<file path="src/design/bfpu_pkg.sv">
// ----------------------------------------------------------------------------
// bfpu_pkg: shared types and constants of the bit field pack / unpack buffer
// Operation codes, status codes, register indexes, store geometry and the
// request word that the sequencer hands to the byte store.
// ----------------------------------------------------------------------------
package bfpu_pkg;

  // Store geometry
  localparam int BUFFER_BYTES = 256;
  localparam int STORE_AW     = $clog2(BUFFER_BYTES);
  localparam int MAX_BITS     = BUFFER_BYTES * 8;

  // Operation codes on func
  localparam logic [2:0] FN_WRITE   = 3'd0;
  localparam logic [2:0] FN_READ    = 3'd1;
  localparam logic [2:0] FN_ALIGN   = 3'd2;
  localparam logic [2:0] FN_LOAD    = 3'd3;
  localparam logic [2:0] FN_FETCH   = 3'd4;
  localparam logic [2:0] FN_RESTART = 3'd5;

  // Status codes
  localparam logic [1:0] ST_OK        = 2'd0;
  localparam logic [1:0] ST_READ_ONLY = 2'd1;
  localparam logic [1:0] ST_LIMIT     = 2'd2;

  // Configuration register indexes
  localparam logic [1:0] REG_READ_ONLY  = 2'd0;
  localparam logic [1:0] REG_DATA_BYTES = 2'd1;

  // Request word from the sequencer to the byte store
  typedef struct packed {
    logic                rd_en;
    logic [STORE_AW-1:0] rd_addr;
    logic                wr_en;
    logic [STORE_AW-1:0] wr_addr;
    logic [7:0]          wr_data;
  } store_req_t;

endpackage

</file>
<file path="src/design/bit_field_pack_unpack_buffer_core.sv">
// ----------------------------------------------------------------------------
// bit_field_pack_unpack_buffer_core: bit field pack / unpack buffer
// Packs and unpacks fields of 1 to 64 bits at a running bit cursor in a
// 256-byte store, plus align, raw byte load / fetch and restart.
// ----------------------------------------------------------------------------
// Issue a word with start while busy is low; its result appears for exactly
// one cycle with done high and cannot be held off, so capture it then. A field
// write or read of w bits at cursor offset o = cursor mod 8 touches
// K+1 store bytes, K = (o+w-1)/8, up to nine for a 64-bit field. Each byte
// is read through the store's byte-wide read port and, for a write, merged
// and written back through its write port; a read takes an extra flush step
// when its last chunk lies wholly in the last byte touched. Align, restart,
// load byte, zero-width, unused and refused or out-of-limit items finish in
// the decode step, fetch byte in the fetch step after it. A new word may be
// issued in the cycle done is high. The store comes out of reset reading all
// zeros at once; there is no clearing pass.
// Configuration writes are always taken (cfg_ready is tied high) and must be
// made only while the block is idle.
module bit_field_pack_unpack_buffer_core import bfpu_pkg::*; (
  input  logic        clk,
  input  logic        rst,
  // command channel
  input  logic        start,
  output logic        busy,
  input  logic [2:0]  func,
  input  logic [63:0] value,
  input  logic [6:0]  width,
  input  logic [7:0]  byte_index,
  input  logic [7:0]  byte_data,
  // result channel
  output logic        done,
  output logic [63:0] read_value,
  output logic [7:0]  fetched_byte,
  output logic [1:0]  status,
  output logic [11:0] bit_position,
  output logic [8:0]  used_bytes,
  // configuration channel
  input  logic        cfg_valid,
  output logic        cfg_ready,
  input  logic [1:0]  cfg_index,
  input  logic [8:0]  cfg_data
);

  typedef enum logic [2:0] {
    S_IDLE,
    S_DECODE,
    S_RMW,
    S_FLUSH,
    S_FETCH
  } state_t;

  state_t              state;

  // configuration and cursor
  logic                read_only;
  logic [8:0]          data_bytes;
  logic [11:0]         cursor;

  // latched command word
  logic [2:0]          func_q;
  logic [63:0]         value_q;
  logic [6:0]          w_q;
  logic [7:0]          idx_q;
  logic [7:0]          bdata_q;
  logic                op_write;

  // field walk state
  logic [STORE_AW-1:0] base;
  logic [2:0]          o;
  logic [3:0]          kl;
  logic [3:0]          iss;
  logic [3:0]          prc;
  logic                rd_pend;
  logic [7:0]          prev_sb;
  logic [7:0]          mprev;

  // result registers
  logic [63:0]         rv;
  logic [7:0]          fetched;
  logic [1:0]          stat;

  // decode helpers
  logic [8:0]          lim_bytes;
  logic [12:0]         lim_bits;
  logic [12:0]         end_bits;
  logic [12:0]         align_next;
  logic [9:0]          next_byte;
  logic [6:0]          wm1;
  logic [2:0]          jl;
  logic [2:0]          ps;
  logic [6:0]          span;
  logic                idx_ok;
  logic [11:0]         cursor_up;

  // datapath
  logic [7:0]          sel_b;
  logic [7:0]          cur_sb;
  logic [7:0]          f_hi;
  logic [7:0]          f_lo;
  logic [3:0]          f_amt;
  logic [7:0]          fo;
  logic [2:0]          ej;
  logic [7:0]          adj;
  logic [7:0]          rd_data;
  store_req_t          store_req;

  assign cfg_ready = 1'b1;
  assign busy      = (state != S_IDLE);

  // Bound the cursor and derive the field geometry
  assign lim_bytes  = (read_only && (data_bytes < 9'(BUFFER_BYTES))) ? data_bytes
                                                                    : 9'(BUFFER_BYTES);
  assign lim_bits   = {1'b0, lim_bytes, 3'b000};
  assign end_bits   = {1'b0, cursor} + {6'b0, w_q};
  assign next_byte  = {1'b0, cursor[11:3]} + 10'd1;
  assign align_next = {next_byte, 3'b000};
  assign wm1        = w_q - 7'd1;
  assign jl         = wm1[5:3];
  assign ps         = ~wm1[2:0];
  assign span       = {4'b0, cursor[2:0]} + {1'b0, wm1[5:0]};
  assign idx_ok     = ({1'b0, idx_q} < 9'(BUFFER_BYTES));
  assign cursor_up  = cursor + 12'd7;

  // Form the stream byte being packed: chunks in order, last one left-justified
  assign sel_b = value_q[{prc[2:0], 3'b000} +: 8];
  always_comb begin
    if (prc > {1'b0, jl}) begin
      cur_sb = 8'h00;
    end else if (prc[2:0] == jl) begin
      cur_sb = sel_b << ps;
    end else begin
      cur_sb = sel_b;
    end
  end

  // Steer the shared funnel
  always_comb begin
    if (state == S_FLUSH) begin
      f_hi  = mprev;
      f_lo  = 8'h00;
      f_amt = 4'd8 - {1'b0, o};
    end else if (op_write) begin
      f_hi  = prev_sb;
      f_lo  = cur_sb;
      f_amt = {1'b0, o};
    end else begin
      f_hi  = mprev;
      f_lo  = rd_data;
      f_amt = 4'd8 - {1'b0, o};
    end
  end

  bfpu_funnel u_funnel (
    .hi  (f_hi),
    .lo  (f_lo),
    .amt (f_amt),
    .y   (fo)
  );

  // Right-justify the last unpacked chunk
  assign ej  = (state == S_FLUSH) ? kl[2:0] : 3'(prc - 4'd1);
  assign adj = (ej == jl) ? (fo >> ps) : fo;

  // Drive store requests
  always_comb begin
    store_req = '0;
    unique case (state)
      S_DECODE: begin
        if (func_q == FN_LOAD && idx_ok) begin
          store_req.wr_en   = 1'b1;
          store_req.wr_addr = STORE_AW'(idx_q);
          store_req.wr_data = bdata_q;
        end
        if (func_q == FN_FETCH && idx_ok) begin
          store_req.rd_en   = 1'b1;
          store_req.rd_addr = STORE_AW'(idx_q);
        end
      end
      S_RMW: begin
        store_req.rd_en   = (iss <= kl);
        store_req.rd_addr = base + STORE_AW'(iss);
        store_req.wr_en   = op_write && rd_pend;
        store_req.wr_addr = base + STORE_AW'(prc);
        store_req.wr_data = rd_data | fo;
      end
      default: begin
        store_req = '0;
      end
    endcase
  end

  bfpu_store u_store (
    .clk     (clk),
    .rst     (rst),
    .req     (store_req),
    .rd_data (rd_data)
  );

  // Sequence one word at a time
  always_ff @(posedge clk) begin
    if (rst) begin
      state      <= S_IDLE;
      done       <= 1'b0;
      rd_pend    <= 1'b0;
      cursor     <= '0;
      read_only  <= 1'b0;
      data_bytes <= '0;
    end else begin
      done    <= 1'b0;
      rd_pend <= 1'b0;

      // take configuration words; other indexes are dropped
      if (cfg_valid && cfg_ready) begin
        if (cfg_index == REG_READ_ONLY) begin
          read_only <= cfg_data[0];
        end else if (cfg_index == REG_DATA_BYTES) begin
          data_bytes <= cfg_data;
        end
      end

      unique case (state)
        S_IDLE: begin
          if (start) begin
            func_q   <= func;
            value_q  <= value;
            w_q      <= (width > 7'd64) ? 7'd64 : width;
            idx_q    <= byte_index;
            bdata_q  <= byte_data;
            op_write <= (func == FN_WRITE);
            rv       <= '0;
            fetched  <= '0;
            stat     <= ST_OK;
            state    <= S_DECODE;
          end
        end

        S_DECODE: begin
          // results that finish here go out next cycle
          done  <= 1'b1;
          state <= S_IDLE;
          base  <= STORE_AW'(cursor >> 3);
          o     <= cursor[2:0];
          kl    <= span[6:3];
          iss   <= '0;
          prc   <= '0;
          prev_sb <= '0;
          mprev   <= '0;
          unique case (func_q)
            FN_WRITE: begin
              if (read_only) begin
                stat <= ST_READ_ONLY;
              end else if (w_q == 7'd0) begin
                stat <= ST_OK;
              end else if (end_bits > lim_bits) begin
                stat <= ST_LIMIT;
              end else begin
                cursor <= end_bits[11:0];
                done   <= 1'b0;
                state  <= S_RMW;
              end
            end
            FN_READ: begin
              if (w_q == 7'd0) begin
                stat <= ST_OK;
              end else if (end_bits > lim_bits) begin
                stat <= ST_LIMIT;
              end else begin
                cursor <= end_bits[11:0];
                done   <= 1'b0;
                state  <= S_RMW;
              end
            end
            FN_ALIGN: begin
              if (align_next > lim_bits) begin
                stat <= ST_LIMIT;
              end else begin
                cursor <= align_next[11:0];
              end
            end
            FN_LOAD: begin
              if (!idx_ok) begin
                stat <= ST_LIMIT;
              end
            end
            FN_FETCH: begin
              if (!idx_ok) begin
                stat <= ST_LIMIT;
              end else begin
                done  <= 1'b0;
                state <= S_FETCH;
              end
            end
            FN_RESTART: begin
              cursor <= '0;
            end
            default: begin
              stat <= ST_OK;
            end
          endcase
        end

        S_RMW: begin
          // issue the next byte read
          if (iss <= kl) begin
            iss     <= iss + 4'd1;
            rd_pend <= 1'b1;
          end
          // merge or gather the byte that just came back
          if (rd_pend) begin
            prc <= prc + 4'd1;
            if (op_write) begin
              prev_sb <= cur_sb;
            end else begin
              mprev <= rd_data;
              if (prc != 4'd0) begin
                rv[{ej, 3'b000} +: 8] <= adj;
              end
            end
            if (prc == kl) begin
              if (!op_write && ({1'b0, jl} == kl)) begin
                state <= S_FLUSH;
              end else begin
                done  <= 1'b1;
                state <= S_IDLE;
              end
            end
          end
        end

        S_FLUSH: begin
          // gather the last chunk from the last byte alone
          rv[{ej, 3'b000} +: 8] <= adj;
          done  <= 1'b1;
          state <= S_IDLE;
        end

        S_FETCH: begin
          fetched <= rd_data;
          done    <= 1'b1;
          state   <= S_IDLE;
        end

        default: begin
          state <= S_IDLE;
        end
      endcase
    end
  end

  // Present the result word
  assign read_value   = rv;
  assign fetched_byte = fetched;
  assign status       = stat;
  assign bit_position = cursor;
  assign used_bytes   = cursor_up[11:3];

  // Result strobes only once the sequencer is back to idle
  a_done_idle: assert property (@(posedge clk) disable iff (rst)
    done |-> !busy)
    else $error("done raised while busy");

  // An accepted word makes the block busy
  a_accept_busy: assert property (@(posedge clk) disable iff (rst)
    (start && !busy) |=> busy)
    else $error("accepted word did not raise busy");

  // The store is written only on behalf of a word in flight
  a_write_busy: assert property (@(posedge clk) disable iff (rst)
    store_req.wr_en |-> busy)
    else $error("store written while idle");

  // The cursor never passes the end of the store
  a_cursor_bound: assert property (@(posedge clk) disable iff (rst)
    done |-> (bit_position <= 12'(MAX_BITS)))
    else $error("bit position beyond store");

  // Refused or out-of-limit words return no data
  a_fail_zero: assert property (@(posedge clk) disable iff (rst)
    (done && status != ST_OK) |-> (read_value == 64'd0 && fetched_byte == 8'd0))
    else $error("data returned on a failed word");

endmodule

</file>
<file path="src/design/bfpu_funnel.sv">
// ----------------------------------------------------------------------------
// bfpu_funnel: shared byte funnel shifter
// Shifts the 16-bit pair {hi, lo} right by 0 to 8 bits and returns the low
// byte. Serves both packing (split a stream byte over two store bytes) and
// unpacking (gather a stream byte from two store bytes).
// ----------------------------------------------------------------------------
module bfpu_funnel import bfpu_pkg::*; (
  input  logic [7:0] hi,
  input  logic [7:0] lo,
  input  logic [3:0] amt,
  output logic [7:0] y
);

  logic [15:0] shifted;

  // Shift the pair and keep the low byte
  assign shifted = {hi, lo} >> amt;
  assign y       = shifted[7:0];

endmodule

</file>
<file path="src/design/bfpu_store.sv">
// ----------------------------------------------------------------------------
// bfpu_store: byte store with per-entry valid bits
// One write and one read port per cycle, read data registered. An entry never
// written since reset reads as zero, so no clearing pass is needed.
// ----------------------------------------------------------------------------
module bfpu_store import bfpu_pkg::*; (
  input  logic       clk,
  input  logic       rst,
  input  store_req_t req,
  output logic [7:0] rd_data
);

  logic [7:0]              mem [BUFFER_BYTES];
  logic [BUFFER_BYTES-1:0] vld;
  logic [7:0]              mem_q;
  logic                    vld_q;

  // Track written entries; reset clears all at once
  always_ff @(posedge clk) begin
    if (rst) begin
      vld   <= '0;
      vld_q <= 1'b0;
    end else begin
      if (req.wr_en) begin
        vld[req.wr_addr] <= 1'b1;
      end
      if (req.rd_en) begin
        vld_q <= vld[req.rd_addr];
      end
    end
  end

  // Write and read the array
  always_ff @(posedge clk) begin
    if (req.wr_en) begin
      mem[req.wr_addr] <= req.wr_data;
    end
    if (req.rd_en) begin
      mem_q <= mem[req.rd_addr];
    end
  end

  // Drop stale contents of unwritten entries
  assign rd_data = vld_q ? mem_q : 8'h00;

endmodule

</file>
<file path="config.mk">
export PLATFORM = sky130hd
export DESIGN_NAME = bit_field_pack_unpack_buffer_core
export DESIGN_NICKNAME = d
export VERILOG_FILES = /design/src/design/bfpu_pkg.sv /design/src/design/bit_field_pack_unpack_buffer_core.sv /design/src/design/bfpu_funnel.sv /design/src/design/bfpu_store.sv
export SDC_FILE = /design/constraint.sdc
export NUM_CORES = 2
export LEC_CHECK = 0
export BUFFER_PORTS_ARGS = -buffer_cell sky130_fd_sc_hd__buf_2
export CAP_MARGIN = 10
export CORE_MARGIN = 2
export CORE_UTILIZATION = 52
export DETAILED_ROUTE_END_ITERATION = 6
export GPL_ROUTABILITY_DRIVEN = 0
export PLACE_DENSITY = 0.72
export SLEW_MARGIN = 10
export SYNTH_ARGS = -nofsm -noshare
export SYNTH_HDL_FRONTEND = slang
export SYNTH_SLANG_ARGS = --single-unit
</file>
<file path="constraint.sdc">
create_clock -name clk -period 20.9 [get_ports clk]
set_input_delay 3.135 -clock clk [delete_from_list [all_inputs] [get_ports clk]]
set_output_delay 3.135 -clock clk [all_outputs]
set_load 0.05 [all_outputs]
</file>
Word level (Yosys, flattened, before mapping)
Memory sizes are Yosys's and may differ from the RTL's. A register that Yosys moved wholly into a read port is not among the register bits.
Cells that the tools add are included.
W data, S select, Z words.
{ "classes": {"addsub": 12, "order_cmp": 9, "eq_ne": 25, "n_shift": 6, "n_mux": 69, "bitwise_logic": 6, "n_reduce_logical": 33} }
{ "op_table": {"columns": ["cell", "n"], "rows": [
  ["$mux W64", 4],
  ["$or A256 B256 Y256", 1],
  ["$pmux W64 S3", 1],
  ["$mux W8", 13],
  ["$bwmux W64", 1],
  ["$shift A8 B8 Y64 const A", 1],
  ["$shiftx A64 B7 Y8", 1],
  ["$shiftx A8 B8 Y64", 1],
  ["$pmux W26 S2", 1],
  ["$mux W12", 4],
  ["$pmux W12 S4", 1],
  ["$pmux W8 S2", 3],
  ["$gt A13 B12 Y1", 2],
  ["$ne A2 B2 Y1 const B", 10],
  ["$lt A8 B9 Y1 const B", 2],
  ["$mux W2", 9],
  ["$mux W9", 2],
  ["$pmux W3 S3", 2],
  ["$reduce_and A3 Y1", 6],
  ["$mux W17", 1],
  ["$add A8 B4 Y8", 2],
  ["$mux W4", 4],
  ["$pmux W4 S2", 2],
  ["$shr A16 B4 Y8", 1],
  ["48 further kinds", 85]
]} }
{ "totals": {"regBits": 488, "mem_bits_rw": 2048, "input_bits": 105, "output_inout_bits": 98, "wordCells": 185, "mem_count": 1} }
{ "memory_table": {"columns": ["name", "depth", "width", "rd", "rd_clocked_by_memory_dff", "wr", "line", "rtl"], "rows": [
  ["u_store.mem", 256, 8, 1, 1, 1, "bfpu_store.sv:13", "logic [7:0] mem [BUFFER_BYTES];"]
]} }

Depth between registers and ports, before layout
{ "logic_depth": {"word_depth": 16, "mapped_depth": 22, "depth_no_buf": 20} }

Modules after synthesis
From an unflattened synthesis, not the netlist that was laid out.
{ "hier_totals": {"hier_cells": 5648, "area_unflattened_um2": 101354.7} }
{ "by_module_without_submodules": {"columns": ["mod", "n_inst", "cells_per_inst", "area_per_inst_um2", "seq_area_each_um2"], "rows": [
  ["bfpu_store", 1, 4463, 88167.1, 66884.1],
  ["bit_field_pack_unpack_buffer_core", 1, 1119, 12652.1, 6666.4],
  ["bfpu_funnel", 1, 66, 535.5, 0.0]
]} }

Worst setup path before layout
OpenSTA, ideal clock, no wires.
{ "synth_timing": {"kind": "flip-flop to flip-flop", "startpoint": "register w_q[2]", "endpoint": "memory u_store.mem[0][1] (data pin)", "setup_time_ps": 2187, "arrival_time_ps": 13267, "required_ps": 18713, "path_slack_ps": 5446, "stages_incl_launch_ff": 15, "n_path_buf": 0, "period_less_slack_ps": 15454, "cell_sequence": "edfxtp_1 nor3_1 nor3b_1 xnor2_1 ha_1 a21o_1 a31oi_1 o211ai_2 a2111oi_4 nand4_2 a2111oi_2 a211oi_1 nand4_2 a21oi_1 o21ai_0"} }
{ "synth_rtl": {"columns": ["item", "line", "rtl"], "rows": [
  ["from (decl)", "bit_field_pack_unpack_buffer_core.sv:62", "logic [6:0] w_q;"],
  ["from (signal assigned)", "bit_field_pack_unpack_buffer_core.sv:226", "w_q <= (width > 7'd64) ? 7'd64 : width;"],
  ["to (decl)", "bfpu_store.sv:13", null]
]} }

Final worst setup path
{ "layout_timing": {"startpoint": "register state[0]", "endpoint": "register u_store.mem_q[7], read port of u_store.mem (data pin)"} }
{ "layout_between": {"elab_chain_cells": 2, "word_cells_on_any_way": 3, "classes_between": "2 x eq/ne; 1 x mux"} }
{ "layout_rtl": {"columns": ["item", "line", "rtl"], "rows": [
  ["from (decl)", "bit_field_pack_unpack_buffer_core.sv:52", "state_t state;"],
  ["from (signal assigned)", "bit_field_pack_unpack_buffer_core.sv:202", "state <= S_IDLE;"],
  ["from (signal assigned)", "bit_field_pack_unpack_buffer_core.sv:233", "state <= S_DECODE;"],
  ["from (signal assigned)", "bit_field_pack_unpack_buffer_core.sv:240", "state <= S_IDLE;"],
  ["$eq A3 B2 Y1 / $eq A3 B1 Y1 (equally long branches)", "bit_field_pack_unpack_buffer_core.sv:167", "unique case (state)"],
  ["$pmux W26 S2 *", "bit_field_pack_unpack_buffer_core.sv:167", null],
  ["to (decl)", "bfpu_store.sv:15", "logic [7:0] mem_q;"]
]} }
Mark *: on every way between the ends. The rest lies on a longest branch, timed or not.
A chain may end at the register's enable or synchronous reset.

==> metrics <==
status finished with violations; violations in the final reports design-rule violations; CTS Hold Bufs 0; Max-Cap Viols 0; CP Launch Point state[0]; pwr/cell area 89.28 mW/mm2; top cells by area, synth edfxtp_1 64%, nand2_1 8.4%, dfxtp_1 5.4%; Peak VDD IR 0.00009045 V; xor/xnor share of the synthesized area 0.005632; ANT nets after route 0; first-pass GRT wire length 438.7 mm; CP max stage cell a311oi_1; CP cell instances nor3b_2 -> a32o_4 -> buf_4 -> buf_4 -> buf_12 -> buf_4 -> nand2_1 -> and3_1 -> a311oi_1 -> a311oi_1 -> a311oi_1 -> o31ai_1 -> o221ai_1; most frequent cells in the layout 2354 x nand2_1, 2260 x edfxtp_1, 981 x nand3_1, 402 x nor2_1, 389 x a311oi_1; main combinational cell family by area after synthesis simple AND/OR/NAND/NOR gates; Residual DRC 2; number of port buffers 201; initial antenna violation count 11; f_max 136.3 MHz; Mapped Cells 8744; unrepaired setup endpoints after global routing no; final wirelength 295.6 mm; GRT Total Usage 0.2749; Cell Rows 165; final critical-path required period 7.337 ns; Synth Area in Simple Gates 0.1675; Sw Share 0.2089; crit end category flop; P_int 8.325 mW; core area 0.2025 mm2; # IOs 203; Setup Buffers After CTS 0; post-synthesis sequential area ratio 0.6926; Finished Core Util 0.5820; TNS Setup 0 ns; total power 10.52 mW; Seq pwr share 0.524; worst slew pin tran 1.377 ns; chip height 455.9 um; CP Launch Type flop; fin crit share 0.3510; nets 8894; predominant post-synthesis flop cell edfxtp_1; DP Worst Slack 13.74 ns; gr ovfl total 0; P_leak 40.40 nW; critical path class reg2reg; post-synth net total 8907; post_cts resized 0; Area Overhead vs Synth 10.99%; distinct cell type count after synthesis 109; top cell type's share of synthesized area 0.6391; FF-to-FF End u_store.mem_q[7]; CP max FO 158; clock share of power 0.442; slowest cell delay on critical path 0.96 ns; post-DP HPWL 173.1 mm; Switch Pwr 2.198 mW; clk_lat worst skew 0.92 ns; htree depth 5; CTS tree yes; warnings from Yosys 0; DRT Pass-1 Iters 7; vias in the first global route 69020; RR Startpoint state[0]; share of layout cells above drive strength 1 0.09571; CP Data Required Time 21.59 ns; min-delay worst type reg2reg; Yosys top cell by area edfxtp_1; Final Skew 0.06398 ns; Yosys reg bits 2544; routed wire length per instance 25.48 um; last element of the critical path u_store.mem_q[7]; Num CTS Buffers 277; mux share of post-synthesis cell area 0.01520; complex-gate fraction of the synthesized area 0.08564; final setup vio count 0; EDFF count, synth 2260; Cell Area, Synth 0.1062 mm2; Worst slew margin 0.08183; flop-to-flop setup slack 13.56 ns; largest net degree at the start of global routing 229; clk buf depth 4; combinational power share 0.034; CTS clk-pin slew, worst paths 0.06 ns; fill cell count 15670; Die ar. 0.2079 mm2; Die Width 455.9 um; FFs w/ async S/R, synth 0; number of vias per cell 6.345; Worst EP arrival 8.03 ns; Final Hold Violating Endpoints 0; most common cell after layout, fill and taps aside nand2_1; Adder-Cell Fraction of Synth Area 0.007046; Avg Inst Size Synth 12.14 um2; PnR worst setup slack 13.56 ns; Starting Density 0.5244; clk root buf clkbuf_16; Reg2Reg Depth 13; Final Max Tran Viols 0; CTS sink count 2544; vias 73610; final hold slack 0.4586 ns; DRT iter0 DRCs 11730
[worst max-delay path: cells and delay by family (launching register included)]
family | cells | cell delay [ns]
AOI/OAI and AO/OA | 6 | 2.66
and+or+nand+nor | 3 | 0.95
DFF | 1 | 0.67
buffers and inverters | 4 | 2.47
[synthesized netlist by cell type (11+ instances only)]
library cell     n
a22o_1          14
o211ai_1        19
nand2_1       2371
a311o_1         16
clkbuf_1       371
and3_1         179
buf_2          161
nor2b_1         21
a211oi_1        14
xnor2_1         39
o311ai_0        16
o31ai_1         28
a31oi_1         50
mux4_2          43
nor2_1         408
inv_1           42
a21o_1          11
and2_1          14
a21oi_1        108
nand3_1        981
a32oi_1         14
or3_1           15
dfxtp_1        284
edfxtp_1      2260
o21a_1         268
buf_4           14
o21ai_1         30
nand4_1         18
a311oi_1       391
xor2_1          18
mux2i_1         47
a22oi_1         39
o21ai_0         55
nor3_1          61
nand2b_1        14
ha_1            55
a32o_1          11
buf_1           71
[logic make-up after synthesis]
group	after synthesis
flops	2544
xor+xnor	61
other cells	1
simple gates	4142
fa+ha+maj	58
compound gates	1171
mux	101
buf+inv	666
[flip-flops by register name, summed over array words and instances (netlist names), 8 cells and up]
register	count
u_store.mem_q	8
mprev	8
bdata_q	8
u_store.mem	2048
value_q	64
read_value	64
prev_sb	8
data_bytes	9
u_store.vld	256
bit_position	12
idx_q	8
base	8
fetched_byte	8
[power groups by stage]
stage / clock network (mW) / logic, mW / registers, mW
5_1_grt: 4.88 / 0.376 / 5.51
6_report: 4.65 / 0.355 / 5.51
4_1_cts: 4.69 / 0.348 / 5.51
3_5_place_dp: 0 / 0.347 / 5.62
3_3_place_gp: 0 / 0.340 / 5.62
2_1_floorplan: 0 / 0.210 / 5.65
[metrics by stage]
| stage | cell area, um2 | instances |
|---|---|---|
| floorplan | 106200 | 8744 |
| global placement | 109200 | 11120 |
| detailed placement | 109300 | 11120 |
| CTS | 117800 | 11590 |
| global route | 117800 | 11600 |
| finish | 117900 | 11600 |
[layout make-up]
type                       count  area [um2]  share of cell area
antenna                        7       17.52           0.0001486
clock buffer                 388        7849             0.06659
clock inverter                83       664.4            0.005637
inverter                      44       172.7            0.001465
multi-input combinational   5534       30140              0.2557
sequential                  2544       73550              0.6240
tap                         2672        3343             0.02836
timing repair buffer         330        2131             0.01808
[worst min-delay path by stage]
stage | from | end | depth (start not counted)
global route | u_store.vld[123] | u_store.vld[123] | 1
finish | u_store.vld[223] | u_store.vld[223] | 1
global placement | u_store.vld[183] | u_store.vld[183] | 1
detailed placement | u_store.vld[58] | u_store.vld[58] | 1
floorplan | u_store.vld[183] | u_store.vld[183] | 1
CTS | u_store.vld[206] | u_store.vld[206] | 1
[routing by layer]
| layer | up-vias | track usage | share of wire |
|---|---|---|---|
| met4 | 12 | 0.1053 | 0.040 |
| met1 | 36120 | 0.3781 | 0.38 |
| li1 | 32170 | - | - |
| met5 | - | 0 | 0.00023 |
| met3 | 750 | 0.06293 | 0.12 |
| met2 | 4568 | 0.4271 | 0.46 |
Power figures use the tool's default switching activity.
